==> config.mk <==
export PLATFORM = sky130hd
export DESIGN_NAME = context_trace_filter_flat
export DESIGN_NICKNAME = d
export VERILOG_FILES = /design/src/sv/ctf_pkg.sv /design/src/sv/ctf_if.sv /design/src/sv/context_trace_filter.sv /design/src/flat_wrapper.sv
export SDC_FILE = /design/constraint.sdc
export NUM_CORES = 2
export LEC_CHECK = 0
export BUFFER_PORTS_ARGS = -buffer_cell sky130_fd_sc_hd__buf_2
export CORE_ASPECT_RATIO = 1.2
export CORE_MARGIN = 2
export CORE_UTILIZATION = 40
export DETAILED_ROUTE_END_ITERATION = 10
export MAX_ROUTING_LAYER = met4
export PLACE_DENSITY = 0.64
export SLEW_MARGIN = 10
export SYNTH_ARGS = -nofsm -noshare
export SYNTH_HDL_FRONTEND = slang
export SYNTH_SLANG_ARGS = --single-unit
==> constraint.sdc <==
create_clock -name clk -period 6.97 [get_ports clk]
set_input_delay 0 -clock clk [delete_from_list [all_inputs] [get_ports clk]]
set_output_delay 0 -clock clk [all_outputs]
set_load 0.05 [all_outputs]
==> src/sv/ctf_pkg.sv <==
package ctf_pkg;

    // Request codes carried in req_type.
    localparam logic [2:0] REQ_SWITCH   = 3'd0;
    localparam logic [2:0] REQ_PROC     = 3'd1;
    localparam logic [2:0] REQ_THREAD   = 3'd2;
    localparam logic [2:0] REQ_UNLOAD_P = 3'd3;
    localparam logic [2:0] REQ_UNLOAD_T = 3'd4;
    localparam logic [2:0] REQ_QUERY    = 3'd5;
    localparam logic [2:0] REQ_QUERY_DEC = 3'd6;
    localparam logic [2:0] REQ_FAULT    = 3'd7;

    // Only this privilege ring is traced.
    localparam logic [1:0] USER_RING = 2'd3;

    // Reset value of the fault status register.
    localparam logic [31:0] FAULT_CODE_RESET = 32'hC000_0005;

    // Default table sizes.
    localparam int PROC_ENTRIES_DEF   = 16;
    localparam int THREAD_ENTRIES_DEF = 16;

endpackage

==> src/sv/ctf_if.sv <==
// Event channel.
interface ctf_req_if;
    logic        valid;
    logic        ready;
    logic [2:0]  req_type;
    logic [31:0] proc_id;
    logic [31:0] thread_id;
    logic        enable;
    logic [31:0] item_budget;
    logic [1:0]  privilege_level;
    logic [31:0] fault_status;

    modport source (output valid, req_type, proc_id, thread_id, enable, item_budget,
                    privilege_level, fault_status, input ready);
    modport sink (input valid, req_type, proc_id, thread_id, enable, item_budget,
                  privilege_level, fault_status, output ready);
endinterface

// Result channel.
interface ctf_rsp_if;
    logic valid;
    logic ready;
    logic is_traced;
    logic any_watched;
    logic table_full;

    modport source (output valid, is_traced, any_watched, table_full, input ready);
    modport sink (input valid, is_traced, any_watched, table_full, output ready);
endinterface

// Fault status register write channel.
interface ctf_cfg_if;
    logic        valid;
    logic        ready;
    logic [31:0] data;

    modport source (output valid, data, input ready);
    modport sink (input valid, data, output ready);
endinterface

==> src/sv/context_trace_filter.sv <==
// Channel   Role    Beat payload
// req       sink    req_type, proc_id, thread_id, enable, item_budget, privilege_level,
//                   fault_status
// rsp       source  is_traced, any_watched, table_full
// cfg       sink    data (fault status code)
//
// Every table walk reads one entry per cycle through a shared walk pointer. A table update
// takes one or two walks (none for a thread enable with zero budget; plus a write state for
// inserts), then a proc walk and a thread walk to refresh the trace flag. Queries that need
// no refresh go from idle straight to the result state.
// Reset clears all valid bits, the current context and the flag; no clearing pass.
// A new event is taken only in idle; a result waiting on rsp stalls only the next finish.
module context_trace_filter #(
    parameter int PROC_ENTRIES   = ctf_pkg::PROC_ENTRIES_DEF,
    parameter int THREAD_ENTRIES = ctf_pkg::THREAD_ENTRIES_DEF
) (
    input  logic      clk,
    input  logic      rst_n,
    ctf_req_if.sink   req,
    ctf_rsp_if.source rsp,
    ctf_cfg_if.sink   cfg
);
    import ctf_pkg::*;

    localparam int PW = (PROC_ENTRIES > 1) ? $clog2(PROC_ENTRIES) : 1;
    localparam int TW = (THREAD_ENTRIES > 1) ? $clog2(THREAD_ENTRIES) : 1;
    localparam int SW = (PW > TW) ? PW : TW;
    localparam logic [SW-1:0] P_LAST = SW'(PROC_ENTRIES - 1);
    localparam logic [SW-1:0] T_LAST = SW'(THREAD_ENTRIES - 1);

    typedef enum logic [8:0] {
        ST_IDLE = 9'b000000001,
        ST_OPP  = 9'b000000010,
        ST_OPPW = 9'b000000100,
        ST_OPT  = 9'b000001000,
        ST_OPTW = 9'b000010000,
        ST_EVP  = 9'b000100000,
        ST_EVT  = 9'b001000000,
        ST_EVW  = 9'b010000000,
        ST_DONE = 9'b100000000
    } state_t;

    state_t state_reg;

    // Latched event.
    logic [2:0]  req_type_reg;
    logic [31:0] pid_reg;
    logic [31:0] tid_reg;
    logic        en_reg;
    logic [31:0] budget_reg;

    logic [31:0] fault_code_reg;

    // Tables.
    logic [PROC_ENTRIES-1:0]   proc_valid_reg;
    logic [THREAD_ENTRIES-1:0] thread_valid_reg;
    logic [31:0] proc_keys   [PROC_ENTRIES];
    logic [63:0] thread_keys [THREAD_ENTRIES];
    logic [31:0] thread_budget [THREAD_ENTRIES];

    // Walk pointer and registered read data.
    logic [SW-1:0] idx_reg;
    logic [SW-1:0] cmp_idx_reg;
    logic          cmp_v_reg;
    logic [31:0]   rd_pkey_reg;
    logic [63:0]   rd_tkey_reg;
    logic [31:0]   rd_budget_reg;

    // Per-event walk results.
    logic          found_reg;
    logic [SW-1:0] found_idx_reg;
    logic          free_ok_reg;
    logic [SW-1:0] free_idx_reg;
    logic          full_reg;
    logic          ans_reg;
    logic          ev_hit_reg;
    logic          ev_found_reg;
    logic [TW-1:0] ev_slot_reg;
    logic [31:0]   ev_budget_reg;

    // Current context.
    logic [63:0]   ctx_reg;
    logic          slot_ok_reg;
    logic [TW-1:0] slot_reg;
    logic [31:0]   cur_budget_reg;
    logic          flag_reg;

    // Result register.
    logic rsp_valid_reg;
    logic rsp_traced_reg;
    logic rsp_any_reg;
    logic rsp_full_reg;

    logic          accept;
    logic          scan_state;
    logic          scan_last;
    logic [TW-1:0] cmp_t;
    logic [PW-1:0] cmp_p;
    logic          p_live;
    logic          t_live;
    logic [63:0]   ev_key;
    logic          bw_en;
    logic [TW-1:0] bw_addr;
    logic [31:0]   bw_data;
    logic          finish;

    assign req.ready  = (state_reg == ST_IDLE);
    assign accept     = req.valid && req.ready;
    assign cfg.ready  = 1'b1;
    assign rsp.valid       = rsp_valid_reg;
    assign rsp.is_traced   = rsp_traced_reg;
    assign rsp.any_watched = rsp_any_reg;
    assign rsp.table_full  = rsp_full_reg;

    assign cmp_p  = cmp_idx_reg[PW-1:0];
    assign cmp_t  = cmp_idx_reg[TW-1:0];
    assign p_live = proc_valid_reg[cmp_p];
    assign t_live = thread_valid_reg[cmp_t];
    assign ev_key = {pid_reg, tid_reg};
    assign finish = (state_reg == ST_DONE) && (!rsp_valid_reg || rsp.ready);

    // Walk states and the compare of their last entry.
    always_comb
    begin
        scan_state = (state_reg == ST_OPP) || (state_reg == ST_OPT) ||
                     (state_reg == ST_EVP) || (state_reg == ST_EVT);
        if ((state_reg == ST_OPP) || (state_reg == ST_EVP))
        begin
            scan_last = cmp_v_reg && (cmp_idx_reg == P_LAST);
        end
        else
        begin
            scan_last = cmp_v_reg && (cmp_idx_reg == T_LAST);
        end
    end

    // Budget store write port: decrementing query, thread insert, flag refresh.
    always_comb
    begin
        bw_en   = 1'b0;
        bw_addr = slot_reg;
        bw_data = cur_budget_reg - 32'd1;
        if (accept && (req.req_type == REQ_QUERY_DEC) && (req.privilege_level == USER_RING)
            && flag_reg && slot_ok_reg && (cur_budget_reg != 32'd0))
        begin
            bw_en = 1'b1;
        end
        else if (state_reg == ST_OPTW)
        begin
            bw_data = budget_reg;
            if (found_reg)
            begin
                bw_en   = 1'b1;
                bw_addr = found_idx_reg[TW-1:0];
            end
            else if (free_ok_reg)
            begin
                bw_en   = 1'b1;
                bw_addr = free_idx_reg[TW-1:0];
            end
        end
        else if ((state_reg == ST_EVW) && ev_found_reg && (ev_budget_reg != 32'd0))
        begin
            bw_en   = 1'b1;
            bw_addr = ev_slot_reg;
            bw_data = ev_budget_reg - 32'd1;
        end
    end

    // Key and budget stores with registered reads at the walk pointer.
    always_ff @(posedge clk)
    begin
        rd_pkey_reg   <= proc_keys[idx_reg[PW-1:0]];
        rd_tkey_reg   <= thread_keys[idx_reg[TW-1:0]];
        rd_budget_reg <= thread_budget[idx_reg[TW-1:0]];
        if ((state_reg == ST_OPPW) && !found_reg && free_ok_reg)
        begin
            proc_keys[free_idx_reg[PW-1:0]] <= pid_reg;
        end
        if ((state_reg == ST_OPTW) && !found_reg && free_ok_reg)
        begin
            thread_keys[free_idx_reg[TW-1:0]] <= ev_key;
        end
        if (bw_en)
        begin
            thread_budget[bw_addr] <= bw_data;
        end
    end

    // Walk pointer.
    always_ff @(posedge clk or negedge rst_n)
    begin
        if (!rst_n)
        begin
            idx_reg     <= '0;
            cmp_idx_reg <= '0;
            cmp_v_reg   <= 1'b0;
        end
        else if (!scan_state || scan_last)
        begin
            idx_reg     <= '0;
            cmp_idx_reg <= '0;
            cmp_v_reg   <= 1'b0;
        end
        else
        begin
            cmp_idx_reg <= idx_reg;
            cmp_v_reg   <= 1'b1;
            if (idx_reg != T_LAST && idx_reg != P_LAST)
            begin
                idx_reg <= idx_reg + SW'(1);
            end
            else if (((state_reg == ST_OPP) || (state_reg == ST_EVP)) && idx_reg != P_LAST)
            begin
                idx_reg <= idx_reg + SW'(1);
            end
            else if (((state_reg == ST_OPT) || (state_reg == ST_EVT)) && idx_reg != T_LAST)
            begin
                idx_reg <= idx_reg + SW'(1);
            end
        end
    end

    // Configuration register.
    always_ff @(posedge clk or negedge rst_n)
    begin
        if (!rst_n)
        begin
            fault_code_reg <= FAULT_CODE_RESET;
        end
        else if (cfg.valid && cfg.ready)
        begin
            fault_code_reg <= cfg.data;
        end
    end

    // Latched event fields.
    always_ff @(posedge clk)
    begin
        if (accept)
        begin
            req_type_reg <= req.req_type;
            pid_reg      <= req.proc_id;
            tid_reg      <= req.thread_id;
            en_reg       <= req.enable;
            budget_reg   <= req.item_budget;
        end
    end

    // Sequencer, tables and context.
    always_ff @(posedge clk or negedge rst_n)
    begin
        if (!rst_n)
        begin
            state_reg        <= ST_IDLE;
            proc_valid_reg   <= '0;
            thread_valid_reg <= '0;
            found_reg        <= 1'b0;
            found_idx_reg    <= '0;
            free_ok_reg      <= 1'b0;
            free_idx_reg     <= '0;
            full_reg         <= 1'b0;
            ans_reg          <= 1'b0;
            ev_hit_reg       <= 1'b0;
            ev_found_reg     <= 1'b0;
            ev_slot_reg      <= '0;
            ev_budget_reg    <= '0;
            ctx_reg          <= '0;
            slot_ok_reg      <= 1'b0;
            slot_reg         <= '0;
            cur_budget_reg   <= '0;
            flag_reg         <= 1'b0;
            rsp_valid_reg    <= 1'b0;
            rsp_traced_reg   <= 1'b0;
            rsp_any_reg      <= 1'b0;
            rsp_full_reg     <= 1'b0;
        end
        else
        begin
            // A beat taken in the same cycle as a new finish is replaced below.
            if (rsp_valid_reg && rsp.ready && !finish)
            begin
                rsp_valid_reg <= 1'b0;
            end

            unique case (state_reg)
                ST_IDLE:
                begin
                    found_reg    <= 1'b0;
                    free_ok_reg  <= 1'b0;
                    full_reg     <= 1'b0;
                    ev_hit_reg   <= 1'b0;
                    ev_found_reg <= 1'b0;
                    if (accept)
                    begin
                        unique case (req.req_type)
                            REQ_SWITCH:
                            begin
                                ctx_reg   <= {req.proc_id, req.thread_id};
                                state_reg <= ST_EVP;
                            end
                            REQ_PROC, REQ_UNLOAD_P:
                            begin
                                state_reg <= ST_OPP;
                            end
                            REQ_THREAD:
                            begin
                                if (req.enable && (req.item_budget == 32'd0))
                                begin
                                    state_reg <= ST_EVP;
                                end
                                else
                                begin
                                    state_reg <= ST_OPT;
                                end
                            end
                            REQ_UNLOAD_T:
                            begin
                                state_reg <= ST_OPT;
                            end
                            REQ_QUERY:
                            begin
                                ans_reg   <= (req.privilege_level == USER_RING) && flag_reg;
                                state_reg <= ST_DONE;
                            end
                            REQ_QUERY_DEC:
                            begin
                                priority if ((req.privilege_level != USER_RING) || !flag_reg)
                                begin
                                    ans_reg   <= 1'b0;
                                    state_reg <= ST_DONE;
                                end
                                else if (slot_ok_reg && (cur_budget_reg != 32'd0))
                                begin
                                    cur_budget_reg <= cur_budget_reg - 32'd1;
                                    ans_reg        <= 1'b1;
                                    state_reg      <= ST_DONE;
                                end
                                else if (slot_ok_reg)
                                begin
                                    // Exhausted entry: drop it and refresh the flag.
                                    thread_valid_reg[slot_reg] <= 1'b0;
                                    state_reg                  <= ST_EVP;
                                end
                                else
                                begin
                                    ans_reg   <= 1'b1;
                                    state_reg <= ST_DONE;
                                end
                            end
                            REQ_FAULT:
                            begin
                                if (flag_reg && (req.fault_status == fault_code_reg))
                                begin
                                    if (slot_ok_reg)
                                    begin
                                        thread_valid_reg[slot_reg] <= 1'b0;
                                    end
                                    state_reg <= ST_EVP;
                                end
                                else
                                begin
                                    ans_reg   <= flag_reg;
                                    state_reg <= ST_DONE;
                                end
                            end
                            default:
                            begin
                                state_reg <= ST_DONE;
                            end
                        endcase
                    end
                end

                // Process table walk for enable, disable and unload.
                ST_OPP:
                begin
                    if (cmp_v_reg)
                    begin
                        if (p_live && (rd_pkey_reg == pid_reg))
                        begin
                            if ((req_type_reg == REQ_PROC) && en_reg)
                            begin
                                found_reg <= 1'b1;
                            end
                            else
                            begin
                                proc_valid_reg[cmp_p] <= 1'b0;
                            end
                        end
                        if (!p_live && !free_ok_reg)
                        begin
                            free_ok_reg  <= 1'b1;
                            free_idx_reg <= cmp_idx_reg;
                        end
                    end
                    if (scan_last)
                    begin
                        priority if ((req_type_reg == REQ_PROC) && en_reg)
                        begin
                            state_reg <= ST_OPPW;
                        end
                        else if (req_type_reg == REQ_UNLOAD_P)
                        begin
                            state_reg <= ST_OPT;
                        end
                        else
                        begin
                            state_reg <= ST_EVP;
                        end
                    end
                end

                ST_OPPW:
                begin
                    if (!found_reg)
                    begin
                        if (free_ok_reg)
                        begin
                            proc_valid_reg[free_idx_reg[PW-1:0]] <= 1'b1;
                        end
                        else
                        begin
                            full_reg <= 1'b1;
                        end
                    end
                    state_reg <= ST_EVP;
                end

                // Thread table walk for enable, disable and both unloads.
                ST_OPT:
                begin
                    if (cmp_v_reg)
                    begin
                        priority if (req_type_reg == REQ_UNLOAD_P)
                        begin
                            if (t_live && (rd_tkey_reg[63:32] == pid_reg))
                            begin
                                thread_valid_reg[cmp_t] <= 1'b0;
                            end
                        end
                        else if ((req_type_reg == REQ_THREAD) && en_reg)
                        begin
                            if (t_live && (rd_tkey_reg == ev_key))
                            begin
                                found_reg     <= 1'b1;
                                found_idx_reg <= cmp_idx_reg;
                            end
                            if (!t_live && !free_ok_reg)
                            begin
                                free_ok_reg  <= 1'b1;
                                free_idx_reg <= cmp_idx_reg;
                            end
                        end
                        else
                        begin
                            if (t_live && (rd_tkey_reg == ev_key))
                            begin
                                thread_valid_reg[cmp_t] <= 1'b0;
                            end
                        end
                    end
                    if (scan_last)
                    begin
                        if ((req_type_reg == REQ_THREAD) && en_reg)
                        begin
                            state_reg <= ST_OPTW;
                        end
                        else
                        begin
                            state_reg <= ST_EVP;
                        end
                    end
                end

                ST_OPTW:
                begin
                    if (!found_reg)
                    begin
                        if (free_ok_reg)
                        begin
                            thread_valid_reg[free_idx_reg[TW-1:0]] <= 1'b1;
                        end
                        else
                        begin
                            full_reg <= 1'b1;
                        end
                    end
                    state_reg <= ST_EVP;
                end

                // Flag refresh: is the current process watched?
                ST_EVP:
                begin
                    if (cmp_v_reg && p_live && (rd_pkey_reg == ctx_reg[63:32]))
                    begin
                        ev_hit_reg <= 1'b1;
                    end
                    if (scan_last)
                    begin
                        state_reg <= ST_EVT;
                    end
                end

                // Flag refresh: locate the current pair's entry.
                ST_EVT:
                begin
                    if (cmp_v_reg && t_live && (rd_tkey_reg == ctx_reg))
                    begin
                        ev_found_reg  <= 1'b1;
                        ev_slot_reg   <= cmp_t;
                        ev_budget_reg <= rd_budget_reg;
                    end
                    if (scan_last)
                    begin
                        state_reg <= ST_EVW;
                    end
                end

                // Commit the refreshed flag and spend one budget item.
                ST_EVW:
                begin
                    slot_ok_reg <= ev_found_reg;
                    slot_reg    <= ev_found_reg ? ev_slot_reg : '0;
                    if (ev_found_reg && (ev_budget_reg != 32'd0))
                    begin
                        cur_budget_reg <= ev_budget_reg - 32'd1;
                        flag_reg       <= 1'b1;
                        ans_reg        <= (req_type_reg != REQ_QUERY_DEC);
                    end
                    else
                    begin
                        cur_budget_reg <= ev_budget_reg;
                        flag_reg       <= ev_hit_reg;
                        ans_reg        <= ev_hit_reg && (req_type_reg != REQ_QUERY_DEC);
                    end
                    state_reg <= ST_DONE;
                end

                ST_DONE:
                begin
                    if (finish)
                    begin
                        rsp_valid_reg  <= 1'b1;
                        rsp_traced_reg <= ans_reg;
                        rsp_any_reg    <= (|proc_valid_reg) || (|thread_valid_reg);
                        rsp_full_reg   <= full_reg;
                        state_reg      <= ST_IDLE;
                    end
                end

                default:
                begin
                    state_reg <= ST_IDLE;
                end
            endcase
        end
    end

    // The sequencer is always in exactly one state.
    assert property (@(posedge clk) disable iff (!rst_n) $onehot(state_reg))
        else $error("sequencer state is not one-hot");

    // Between events the current slot points at a live thread entry.
    assert property (@(posedge clk) disable iff (!rst_n)
        (state_reg == ST_IDLE && slot_ok_reg) |-> thread_valid_reg[slot_reg])
        else $error("current slot points at an empty entry");

    // A live budget on the current pair always means the flag is set.
    assert property (@(posedge clk) disable iff (!rst_n)
        (state_reg == ST_IDLE && slot_ok_reg && cur_budget_reg != 32'd0) |-> flag_reg)
        else $error("budget left but trace flag clear");

    // Only inserts can report a full table.
    assert property (@(posedge clk) disable iff (!rst_n)
        (state_reg == ST_DONE && full_reg) |->
            (req_type_reg == REQ_PROC || req_type_reg == REQ_THREAD))
        else $error("table full flagged on a non-insert event");

endmodule

==> src/flat_wrapper.sv <==
// flat-port wrapper written by rule: the top's interface ports become plain ports
module context_trace_filter_flat import ctf_pkg::*;
#(
    parameter int PROC_ENTRIES   = ctf_pkg::PROC_ENTRIES_DEF,
    parameter int THREAD_ENTRIES = ctf_pkg::THREAD_ENTRIES_DEF
)
  (clk, rst_n, req_valid, req_req_type, req_proc_id, req_thread_id, req_enable, req_item_budget, req_privilege_level, req_fault_status, req_ready, rsp_valid, rsp_is_traced, rsp_any_watched, rsp_table_full, rsp_ready, cfg_valid, cfg_data, cfg_ready);
  ctf_req_if req_i ();
  ctf_rsp_if rsp_i ();
  ctf_cfg_if cfg_i ();
  input  logic clk;
  input  logic rst_n;
  input wire logic [$bits(req_i.valid)-1:0] req_valid;
  input wire logic [$bits(req_i.req_type)-1:0] req_req_type;
  input wire logic [$bits(req_i.proc_id)-1:0] req_proc_id;
  input wire logic [$bits(req_i.thread_id)-1:0] req_thread_id;
  input wire logic [$bits(req_i.enable)-1:0] req_enable;
  input wire logic [$bits(req_i.item_budget)-1:0] req_item_budget;
  input wire logic [$bits(req_i.privilege_level)-1:0] req_privilege_level;
  input wire logic [$bits(req_i.fault_status)-1:0] req_fault_status;
  output wire logic [$bits(req_i.ready)-1:0] req_ready;
  output wire logic [$bits(rsp_i.valid)-1:0] rsp_valid;
  output wire logic [$bits(rsp_i.is_traced)-1:0] rsp_is_traced;
  output wire logic [$bits(rsp_i.any_watched)-1:0] rsp_any_watched;
  output wire logic [$bits(rsp_i.table_full)-1:0] rsp_table_full;
  input wire logic [$bits(rsp_i.ready)-1:0] rsp_ready;
  input wire logic [$bits(cfg_i.valid)-1:0] cfg_valid;
  input wire logic [$bits(cfg_i.data)-1:0] cfg_data;
  output wire logic [$bits(cfg_i.ready)-1:0] cfg_ready;
  assign req_i.valid = req_valid;
  assign req_i.req_type = req_req_type;
  assign req_i.proc_id = req_proc_id;
  assign req_i.thread_id = req_thread_id;
  assign req_i.enable = req_enable;
  assign req_i.item_budget = req_item_budget;
  assign req_i.privilege_level = req_privilege_level;
  assign req_i.fault_status = req_fault_status;
  assign req_ready = req_i.ready;
  assign rsp_valid = rsp_i.valid;
  assign rsp_is_traced = rsp_i.is_traced;
  assign rsp_any_watched = rsp_i.any_watched;
  assign rsp_table_full = rsp_i.table_full;
  assign rsp_i.ready = rsp_ready;
  assign cfg_i.valid = cfg_valid;
  assign cfg_i.data = cfg_data;
  assign cfg_ready = cfg_i.ready;
  context_trace_filter #(.PROC_ENTRIES(PROC_ENTRIES), .THREAD_ENTRIES(THREAD_ENTRIES)) u_core (.clk(clk), .rst_n(rst_n), .req(req_i), .rsp(rsp_i), .cfg(cfg_i));
endmodule
==> results.toml <==
[logic_synthesis]
synth_flop_cell = "edfxtp_1"
async_reset_ff_share_pct = 9.47
synth_compound_area_share_pct = 1.71
ys_ff_latch = 2514
yosys_warnings = 0
ys_seq_area_share_pct = 74.5
synth_adder_area_share_pct = 0.0511
synth_top_area_share_pct = 65.8
yosys.cell_types.count = 77
synth.net_count = 4944
syn-cell-area_um2 = 98000
synthCells = 4769
synthSimpleGateAreaFrac_pct = 3.24
muxShareOfSynthArea_pct = 16.6
synth_xor_area_share_pct = 2.80
synth.largest_area_cell = "edfxtp_1"
synth_top_family_by_area = "multiplexers"
synth.area.top_cells = "edfxtp_1 66%, mux4_2 15%, dfrtp_1 6.0%, dfxtp_1 2.6%, xor2_1 1.7%"
syn_avg_cell_area_um2 = 20.5
synth_edf_count = 2148

[sta]
report.final.slew_viol_count = 0
setup_viol = 0
fin_tns_setup_ns = 0
finalClockSkew_ns = 0.138
post-route-worst-setup-slack_ns = 1.54
max_freq_ghz = 0.184
relSlewSlack_pct = 15.6
fin_crit_sh_pct = 77.9
hold_viol_final = 0
tightest_slew_ns = 1.26
finalCriticalPeriod_ns = 5.43
rsz0062_at_grt = "no"

[layout]
largest_reg_flops = 1024
fin_util_pct = 47.0
fill_cells = 20000
fin_nets = 5561
drive_gt1_share_pct = 27.4
area_growth_pct = 17.1

[power]
vdd_drop_max_mv = 0.256
power_density_nw_per_um2 = 324
intPower_w = 0.0277
p_clk_share_pct = 36.1
leakage_nw = 36.3
p_seq_share_pct = 50.9
swShare_pct = 25.3
power_switching_w = 0.00941
power_w = 0.0371
power_frac_comb_pct = 13.1

[clocking]
cts_max_level = 4
cts_resized = 0
cts_setup_buffers = 0
cts_made_buffers = 246
cts-root-buf = "clkbuf_16"
clkLatencyLatePin_ns = 0.95
cts.sinks = 2514
clockBufferDepth = 4
clkSlewWorstSetupHoldPaths_ns = 0.06
cts_tree = "yes"

[floorplan]
ios = 177
die_area_um2 = 249000
core-area_um2 = 244000
rows = 199
start_util_pct = 40.1
dieHeight_um = 546
fp.dieW_um = 456

[detailed_routing]
drtIter0Drc = 5013
dr_total_vias = 49500
first_pass_iters = 6
wl_per_cell_um = 29.1
routed_wirelength_um = 257000
route.detailed.drc = 0
antenna_left = 0
vias_per_cell = 5.61

[critical_path]
end_kind = "flip-flop"
worstSetupPathType = "reg -> reg"
path_cells = "nor3_1 -> nand4_1 -> a41o_1 -> buf_4 -> and2_1 -> a221oi_1 -> nand2_1 -> nor2_4"
cpMaxStageDelayCell = "nor3_1"
cp.arrival_ns = 5.88
cp_slowest_stage_delay_ns = 0.91
cp_max_fo = 32
critPathLaunchType = "flip-flop"
worst-endpoint-required_ns = 7.42

[global_routing]
grt_pass1_vias = 51400
antenna_found_initial = 15
grt_start_max_net_pins = 134
overflow = 0
grt_usage_pct = 21.0
grt_pass1_wl_um = 369000

[place]
buffer_ports.inserted = 175
dpl.hpwl_um = 152000
gp_congestion = 0.928
pre_cts_ws_ns = 1.54

[hold_path]
hold_path_class = "in -> reg"

[run]
maxCapViolCount = 0

[run_status]
status = "complete, no violations"
-- logic make-up after synthesis --
kind of cell / count (synthesis)
AND/OR/NAND/NOR: 618
multiplexers: 794
buffers and inverters: 277
flip-flops: 2514
adder cells (fa/ha/maj): 4
other: 1
AO/OA/AOI/OAI: 248
XOR/XNOR: 313
-- Yosys cell counts, drive strengths merged, types with 10 or more instances --
cell type,n
edfxtp,2148
mux4,649
dfrtp,233
xor2,191
clkbuf,186
nor2,147
nand2,134
mux2,133
dfxtp,128
xnor2,122
nor4,75
buf,54
a21oi,51
nor3,50
nand4,44
o21ai,40
nand3,37
inv,36
o22ai,36
nor2b,26
or3,19
a31oi,14
mux2i,12
and2,11
nand2b,11
and3,10
nand3b,10
o211ai,10
or4,10
-- power groups by stage --
stage | registers (W) | logic, W | clock network [W]
4_1_cts | 0.0189 | 0.00490 | 0.0137
3_5_place_dp | 0.0192 | 0.00473 | 0
5_1_grt | 0.0190 | 0.00516 | 0.0142
3_3_place_gp | 0.0191 | 0.00467 | 0
6_report | 0.0189 | 0.00485 | 0.0134
2_1_floorplan | 0.0188 | 0.00308 | 0
-- cell type report --
type	instances	area (um^2)	share of cell area, %
diodes	11	27.5	0.0240
clock buffers	324	6670	5.81
clock inverters	132	1470	1.28
inverters	37	139	0.121
multi-input cells	1978	24300	21.2
flip-flops and latches	2514	73000	63.6
well taps	3216	4020	3.51
repair buffers	609	5120	4.46
-- metrics by stage --
stage	hold slack (ns)	std cells	cell area [um^2]
3_5_place_dp	0.0179	8043	103000
4_1_cts	0.00860	8808	115000
5_1_grt	0.0278	8819	115000
2_1_floorplan	-0.296	4769	98000
6_report	0.0844	8821	115000
3_3_place_gp	0.00883	8043	103000
-- cells in the final DEF, fill, tap and decap left out, types with 44 or more instances in the layout --
master and count:
edfxtp_1 2148, dfxtp_1 128, clkbuf_16 248, clkbuf_1 58
dfrtp_1 229, xnor2_1 122, a21oi_1 48, nor2_4 44
nand4_1 44, nand2_1 134, nor3_1 49, nor4_1 72
xor2_1 191, buf_2 174, mux4_2 649, dlygate4sd3_1 307
nor2_1 103, buf_4 111, mux2_2 133
-- what timing repair did --
| item | in CTS | in global routing |
|---|---|---|
| hold endpoints to repair | 504 | 0 |
| hold buffers | 309 | 0 |
| endpoints found under the setup margin | 0 | 0 |
-- worst max-delay path, delay by kind of cell (launching register included) --
kind	cells	cell delay, ns
AND/OR/NAND/NOR	5	3.21
AO/OA/AOI/OAI	2	1.15
flip-flops	1	0.45
buffers and inverters	1	0.20
-- per-layer routing --
metal | vias up | wire length, um | track usage [%]
met5 | - | 0 | -
met1 | 26500 | 96400 | 25.1
li1 | 20800 | - | -
met3 | 440 | 13500 | 2.54
met2 | 1816 | 138000 | 37.0
met4 | 0 | 8870 | 6.66
-- path summary, 6_finish.rpt --
kind / startpoint / end / slack (ns) / depth (start not counted)
setup / recovery: u_core.state_reg[5] / u_core.thread_budget[5][15] / 1.54 / 8
hold / removal: req_fault_status[21] / u_core.ans_reg / 0.08 / 6
setup reg to reg: u_core.state_reg[5] / u_core.thread_budget[5][15] / 1.54 / 8
hold reg to reg: u_core.rd_budget_reg[8] / u_core.ev_budget_reg[8] / 0.46 / 1
max in group asynchronous: rst_n / u_core.ctx_reg[17] / 5.72 / 4
min in group asynchronous: rst_n / u_core.fault_code_reg[2] / 0.32 / 3
Power figures use the tool's default switching activity.
